**src/hw/rtl/mi4_pkg.sv**
```systemverilog
// Shared widths, constants and helper functions for the 4x4 matrix inverse.
`timescale 1ns / 1ps
package mi4_pkg;

   localparam int FRAC_BITS  = 16;
   localparam int ELEM_W     = 32;
   localparam int LIMB_W     = 32;
   localparam int PROD_W     = 128;
   localparam int ADJ_W      = 98;
   localparam int ADJ_MAG_W  = 96;
   localparam int ACC_W      = 131;
   localparam int DMAG_W     = 130;
   localparam int DIV_W      = DMAG_W + 33;
   localparam int QUO_W      = 33;
   localparam int MIN_DET_W  = 31;
   localparam int NELEM      = 16;
   localparam int NPERM      = 6;

   typedef struct packed {
      logic start;
      logic neg;
   } div_ctl_type;

   // Column chosen by row i of permutation p of three columns.
   function automatic logic [1:0] perm_col(input logic [2:0] p, input logic [1:0] i);
      logic [5:0] cols;
      case (p)
         3'd0:    cols = {2'd2, 2'd1, 2'd0};
         3'd1:    cols = {2'd1, 2'd2, 2'd0};
         3'd2:    cols = {2'd2, 2'd0, 2'd1};
         3'd3:    cols = {2'd0, 2'd2, 2'd1};
         3'd4:    cols = {2'd1, 2'd0, 2'd2};
         3'd5:    cols = {2'd0, 2'd1, 2'd2};
         default: cols = {2'd2, 2'd1, 2'd0};
      endcase
      case (i)
         2'd0:    perm_col = cols[1:0];
         2'd1:    perm_col = cols[3:2];
         2'd2:    perm_col = cols[5:4];
         default: perm_col = cols[1:0];
      endcase
   endfunction

   // Odd permutations carry a minus sign.
   function automatic logic perm_odd(input logic [2:0] p);
      case (p)
         3'd1, 3'd2, 3'd5: perm_odd = 1'b1;
         default:          perm_odd = 1'b0;
      endcase
   endfunction

   // Skip the excluded index when mapping 0..2 onto 0..3.
   function automatic logic [1:0] skip_idx(input logic [1:0] i, input logic [1:0] excl);
      skip_idx = (i >= excl) ? 2'(i + 2'd1) : i;
   endfunction

endpackage

```
**src/hw/rtl/mi4_store.sv**
```systemverilog
// Element store: 16 words, one write port and one registered read port.
`timescale 1ns / 1ps
module mi4_store import mi4_pkg::*; (
   input  logic              clock,
   input  logic              wr_en,
   input  logic [3:0]        wr_addr,
   input  logic [ELEM_W-1:0] wr_data,
   input  logic [3:0]        rd_addr,
   output logic [ELEM_W-1:0] rd_data
);

   logic [ELEM_W-1:0] mem_ff [NELEM];
   logic [ELEM_W-1:0] rd_data_ff;

   always_ff @(posedge clock) begin
      if (wr_en) begin
         mem_ff[wr_addr] <= wr_data;
      end
      rd_data_ff <= mem_ff[rd_addr];
   end

   assign rd_data = rd_data_ff;

endmodule

```
**config.mk**
```make
export PLATFORM = sky130hd
export DESIGN_NAME = mi4_store
export DESIGN_NICKNAME = d
export VERILOG_FILES = /design/src/hw/rtl/mi4_pkg.sv /design/src/hw/rtl/mi4_store.sv
export SDC_FILE = /design/constraint.sdc
export NUM_CORES = 1
export LEC_CHECK = 0
export ABC_AREA = 1
export BUFFER_PORTS_ARGS = -buffer_cell sky130_fd_sc_hd__clkbuf_2
export CAP_MARGIN = 25
export CORE_ASPECT_RATIO = 0.8
export CORE_MARGIN = 2
export CORE_UTILIZATION = 35
export DETAILED_ROUTE_END_ITERATION = 7
export GPL_TIMING_DRIVEN = 0
export PLACE_DENSITY = 0.53
export SLEW_MARGIN = 0
export SYNTH_ARGS = -nofsm -noshare
export SYNTH_HDL_FRONTEND = slang
export SYNTH_SLANG_ARGS = --single-unit
```
**constraint.sdc**
```tcl
create_clock -name clock -period 2.06 [get_ports clock]
set_input_delay 0 -clock clock [delete_from_list [all_inputs] [get_ports clock]]
set_output_delay 0 -clock clock [all_outputs]
set_load 0.01 [all_outputs]
```
==> qor.csv, run 1 <==
metric,value,unit
CTS Sinks,544,
yosys warns,0,
WP data arrival,1.97,ns
post-CTS setup buffers,0,
DRC,0,
CTS root buf,clkbuf_16,
layout cells sized above 1,11.0,%
die area,67000,µm²
vias post-DR,15500,
sequential fraction of the synthesis area,70.5,%
Site Rows,83,
final hold viol count,0,
Slew headroom,27.9,%
Synth Cell Area,22700,µm²
Final setup viols,0,
status,completed,
final non-filler cell total,3194,
Die W,289,µm
initial core utilization,35.4,%
element type at the critical path end,flop,
initial antenna violation count,0,
Lkg Pwr,11.3,nW
Inserted Diodes,0,
maximum vdd ir drop,0.633,mV
synthesized instance count,2120,
met2 GRT Util,30.0,%
met3 global-route usage,4.12,%
area growth from synthesis to layout,17.7,%
CTS H-Tree Depth,2,
clock-pin slew on the worst setup and hold paths,0.06,ns
grt peak-use layer,met2,
worst setup path class,in -> reg,
pwr/cell area,912,nW/µm²
CTS Buf Count,57,
Cell variety after synth,15,
Post-DP HPWL,43200,µm
Max Slew Vio Count,0,
Via density,4.84,
setup TNS,0,ns
Worst-Margin Slew,1.08,ns
post-synthesis register bit count,544,
"commonest non-fill, non-tap cell in the layout",nand2_1,
Total Power,24.4,mW
clk_skew,0.0261,ns
CTS tree,done,
syn nets,2162,
clock buffer depth,3,
Die Y,232,µm
final core utilization,41.7,%
RSZ-0062 raised after global routing,no,
fin crit period,1.47,ns
Clock Latency Late Sink,0.63,ns
drt pass-1 iters,5,
critical path data required time,2.55,ns
post-detailed-route count of antenna-violating nets,0,
vias in the first global route,14800,
# placed instances,3057,
CORE AREA,64200,µm²
gr ovfl total,0,
met1 Usage GRT,29.6,%
GRT Total Usage,20.1,%
"final std cell area, no fill",26700,µm²
pin count of the biggest net entering global routing,23,
first-pass GRT wire length,97700,µm
Final nets,2340,
maximum operating frequency,678,MHz
DR WL/cell,21.1,µm
Ports,74,
Hold Path Class,in -> reg,
Tcrit/Tclk final,71.6,%
area post-placement,24600,µm²
startpoint types,primary input,
final wirelength,67200,µm
port bufs,71,
max-cap check violation count,0,
CP max FO,10,
"Avg Cell Area, Syn",10.7,µm²
Fillers,6057,
most frequent cells in the layout,"nand2_1 (677), edfxtp_1 (512), inv_1 (388), nand3_1 (385), clkbuf_2 (71)",
Iter 0 DRT Violations,1664,
RePlAce Congestion,0.792,
worst max-delay path: stages:
cell and delay [ns]:
clkbuf_1 0.67, inv_1 0.41, buf_1 0.50, nand3_1 0.27, nand2_1 0.10
cell usage after synthesis:
library cell  instances  area [µm²]
buf_1                14        52.6
buf_12                1        20.0
buf_2                41         205
buf_4                 6        45.0
buf_6                29         327
clkbuf_1             14        52.6
dfxtp_1              32         641
edfxtp_1            512       15400
inv_1               388        1460
inv_2                 1        3.75
inv_4                 1        6.26
nand2_1             677        2540
nand3_1             385        1930
nand3b_1              2        15.0
nor2_1               17        63.8
metrics by stage:
stage / hold WS, ns / worst slack (ns)
6_report: 0.0447 / 0.586
5_1_grt: 0.0669 / 0.591
2_1_floorplan: 0.0989 / 0.0673
3_3_place_gp: 0.389 / -1.94
3_5_place_dp: 0.387 / 0.0289
4_1_cts: 0.0615 / 0.685
cell families (layout without fill, tap and decap cells):
kind of cell / Yosys count / in the layout / synth area share (%)
and+or+nand+nor: 1081 / 1081 / 20.0
DFF: 544 / 544 / 70.5
buffers and inverters: 495 / 719 / 9.54
worst paths after layout:
path	cells past startpoint	slack [ns]	endpoint	from
worst max-delay path	5	0.59	rd_data[17]$_DFF_P_	rd_addr[3]
worst min register to register	6	0.68	rd_data[7]$_DFF_P_	mem_ff[10][7]$_DFFE_PP_
worst min-delay path	5	0.04	rd_data[3]$_DFF_P_	rd_addr[2]
worst max register to register	6	0.96	rd_data[29]$_DFF_P_	mem_ff[15][29]$_DFFE_PP_
sequential cells by signal, indices dropped and copies added, names as in the netlist:
| register | count |
|---|---|
| mem_ff | 512 |
| rd_data | 32 |
metal layers:
layer | vias up | routed length [µm]
met2 | 631 | 28800
met1 | 7503 | 30700
met3 | 115 | 5990
met5 | - | 0
met4 | 0 | 1690
li1 | 7209 | -
area by class of cell:
type	instances	area, µm²	share of cell area, %
Inverter	390	1470	5.48
Tap cell	850	1060	3.98
Clock inverter	16	195	0.730
Clock buffer	89	1620	6.05
Timing Repair Buffer	119	1020	3.81
Sequential cell	544	16000	59.9
Buffer	105	702	2.62
Multi-Input combinational cell	1081	4670	17.4
repair_timing:
item	4_1_cts	5_1_grt
gates resized for setup	0	0
hold buffers	32	0
endpoints found under the hold margin	512	0
power by group:
part	internal, mW	switching, mW
clock	5.87	4.33
combinational	0.512	1.26
sequential	12.4	0.0626
total	18.8	5.64
Note: power is estimated with default switching activity, not from simulation.
==> inputs of run 2 (changes only) <==
Settings changed: ABC_AREA 1 to 0, PLACE_DENSITY 0.53 to 0.51.
Clock period 2.06 ns to 1.4 ns, I/O delays scaled along.
==> run 2 against run 1 <==
  * The run now ends with hold timing left
  * Sequential share of layout area rose by 7.2 points
  * Critical path depth down 2
  * Synthesized cell count decreased by 60%
  * Highest routed layer unchanged
  * Clock power increased by 42%
  * Non-clock buffer count fell by 58
  * Power grew 42%
  * Register-to-register slack worse by 0.92 ns
  * Utilization up 0.67 points
  * Via count shrank 41%
  * Routed wire length is 33% lower
  * Synthesized area is 13% lower
  * Clock skew fell by 0.012 ns
==> qor.csv, run 2 <==
metric,value,unit,change
max reg flops,512,,unchanged
sequential fraction of the synthesis area,80.7,%,+10 points
final core utilization,42.3,%,+0.67 points
Slew headroom,33.6,%,+5.7 points
Max Slew Vio Count,0,,unchanged
status,"complete, but fails checks",,
Tcrit/Tclk final,96.8,%,
clock power share,41.8,%,about the same
Hold Path Class,in -> reg,,
post-synth top area share,77.4,%,+9.8 points
Logic pwr share,5.3,%,-1.9 points
Iter 0 DRT Violations,804,,-52%
Total Power,34.6,mW,+42%
maximum operating frequency,738,MHz,
GRT Total Usage,15.6,%,-4.5 points
maximum vdd ir drop,0.882,mV,+39%
area post-placement,21700,µm²,-12%
"commonest non-fill, non-tap cell in the layout",edfxtp_1,,
synthesized instance count,838,,-60%
fraction of registers with async set/reset,0,%,unchanged
Post-CTS Hold Buffers,32,,unchanged
startpoint types,flop,,
first-pass GRT wire length,66600,µm,-32%
DRC,0,,unchanged
syn nets,880,,-59%
setup slack at placement,-0.556,ns,-0.584 ns
most frequent cells in the layout,"edfxtp_1 (512), mux4_2 (128), clkbuf_2 (71), clkbuf_16 (56), a22oi_1 (54)",,
final non-filler cell total,1824,,-43%
Cell variety after synth,18,,+3
Site Rows,78,,-6.0%
"final std cell area, no fill",23900,µm²,-11%
worst setup path class,reg -> reg,,
# placed instances,1689,,-45%
violated checks,hold timing,,
clock-pin slew on the worst setup and hold paths,0.06,ns,about the same
vias in the first global route,9773,,-34%
Lkg Pwr,7.63,nW,-33%
layout cells sized above 1,32.5,%,+21 points
synth top area cells,"edfxtp_1 (77%), mux4_2 (15%), dfxtp_1 (3.2%)",,
Biggest register,mem_ff,,
DR WL/cell,24.6,µm,+17%
"area leader, netlist",edfxtp_1,,
final hold slack,-0.0136,ns,-0.0582 ns
max-cap check violation count,0,,unchanged
gr ovfl total,0,,unchanged
Worst-Margin Slew,0.996,ns,-0.0855 ns
Synth Cell Area,19900,µm²,-13%
Synth Flop Type,edfxtp_1,,
Post-DP HPWL,28200,µm,-35%
RePlAce Congestion,0.681,,-14%
Final nets,1059,,-55%
critical path data required time,1.86,ns,-0.69 ns
CP max FO,1,,-9
drt pass-1 iters,5,,unchanged
CTS tree,done,,
CTS H-Tree Depth,2,,unchanged
Clock Latency Late Sink,0.60,ns,-0.03 ns
die area,58700,µm²,-12%
post-detailed-route count of antenna-violating nets,0,,unchanged
final hold viol count,25,,+25
element type at the critical path end,flop,,
fin crit period,1.36,ns,
Final Worst Setup Slack,0.0446,ns,-0.541 ns
"EDFF count, synth",512,,unchanged
Net Sw Frac,20.7,%,-2.4 points
final wirelength,44800,µm,-33%
initial core utilization,35.2,%,-0.22 points
post-synthesis register bit count,544,,unchanged
pwr/cell area,1450,nW/µm²,+59%
setup TNS,0,ns,unchanged
initial antenna violation count,1,,+1
port bufs,71,,unchanged
CTS Buf Count,54,,-5.3%
most common cell in the synthesized netlist,edfxtp_1,,
"Avg Cell Area, Syn",23.7,µm²,+120%
RSZ-0062 raised after global routing,no,,
post-CTS setup buffers,0,,unchanged
clock buffer depth,3,,unchanged
part of the power in registers,52.9,%,+1.9 points
yosys warns,0,,unchanged
Ports,74,,unchanged
CTS root buf,clkbuf_16,,
CORE AREA,56400,µm²,-12%
Via density,5.03,,+4.0%
Die W,270,µm,-6.4%
WP data arrival,1.81,ns,-0.16 ns
pin count of the biggest net entering global routing,22,,-4.3%
area growth from synthesis to layout,20.3,%,
Die Y,217,µm,-6.4%
CTS Sinks,544,,unchanged
Internal,27.4,mW,+46%
net switching power,7.17,mW,+27%
clk_skew,0.0143,ns,-0.0118 ns
vias post-DR,9181,,-41%
Final setup viols,0,,unchanged
commonest cells in the netlist,"edfxtp_1 (512), mux4_2 (128), a22oi_1 (64), nand2_1 (33), dfxtp_1 (32)",,
==> run 2: final timing paths <==
check	end	start	slack [ns]	cells past startpoint
setup / recovery	rd_data[18]$_DFF_P_	mem_ff[11][18]$_DFFE_PP_	0.04	3
setup reg to reg	rd_data[18]$_DFF_P_	mem_ff[11][18]$_DFFE_PP_	0.04	3
hold / removal	mem_ff[15][23]$_DFFE_PP_	wr_addr[2]	-0.01	3
hold reg to reg	rd_data[26]$_DFF_P_	mem_ff[15][26]$_DFFE_PP_	0.69	3
==> run 2: worst max-delay path, stage by stage, from the launching register on <==
cell	delay [ns]
edfxtp_1	0.37
mux4_2	0.47
a22oi_1	0.23
nand2_2	0.15
==> run 2: repair_timing <==
action | in CTS | in global routing
resized for setup | 3 | 9
endpoints found under the hold margin | 568 | 34
pin swaps | 0 | 1
setup endpoints to repair | 3 | 10
==> run 2: layout make-up <==
type / count / area (µm²)
clock inverters: 17 / 181
well taps: 760 / 951
clock buffers: 85 / 1610
fillers: 4956 / 32500
diodes: 1 / 2.50
repair buffers: 123 / 1080
flip-flops and latches: 544 / 16000
multi-input cells: 251 / 3820
plain buffers: 43 / 223
==> run 2: power by group through the flow <==
stage	registers [mW]	clock network (mW)	logic, mW
2_1_floorplan	18.7	0	0.900
3_3_place_gp	18.6	0	1.72
3_5_place_dp	18.6	0	1.78
4_1_cts	18.3	14.8	1.87
5_1_grt	18.3	15.6	1.99
6_report	18.3	14.5	1.83
==> run 2: logic make-up (layout without fill, tap and decap cells) <==
family          count (synthesis)  count (layout)  synth area share, %
mux                           128             128                 14.5
compound gates                 64              64                 2.42
buf+inv                        43             268                 1.12
other cells                     0               1                    0
flops                         544             544                 80.7
simple gates                   59              59                 1.27
==> run 2: routing by layer <==
layer	part of all wire (%)	global-route usage, %
met5	0	0
met4	1.2	3.15
met3	5.1	3.28
met2	46	23.8
met1	48	23.4
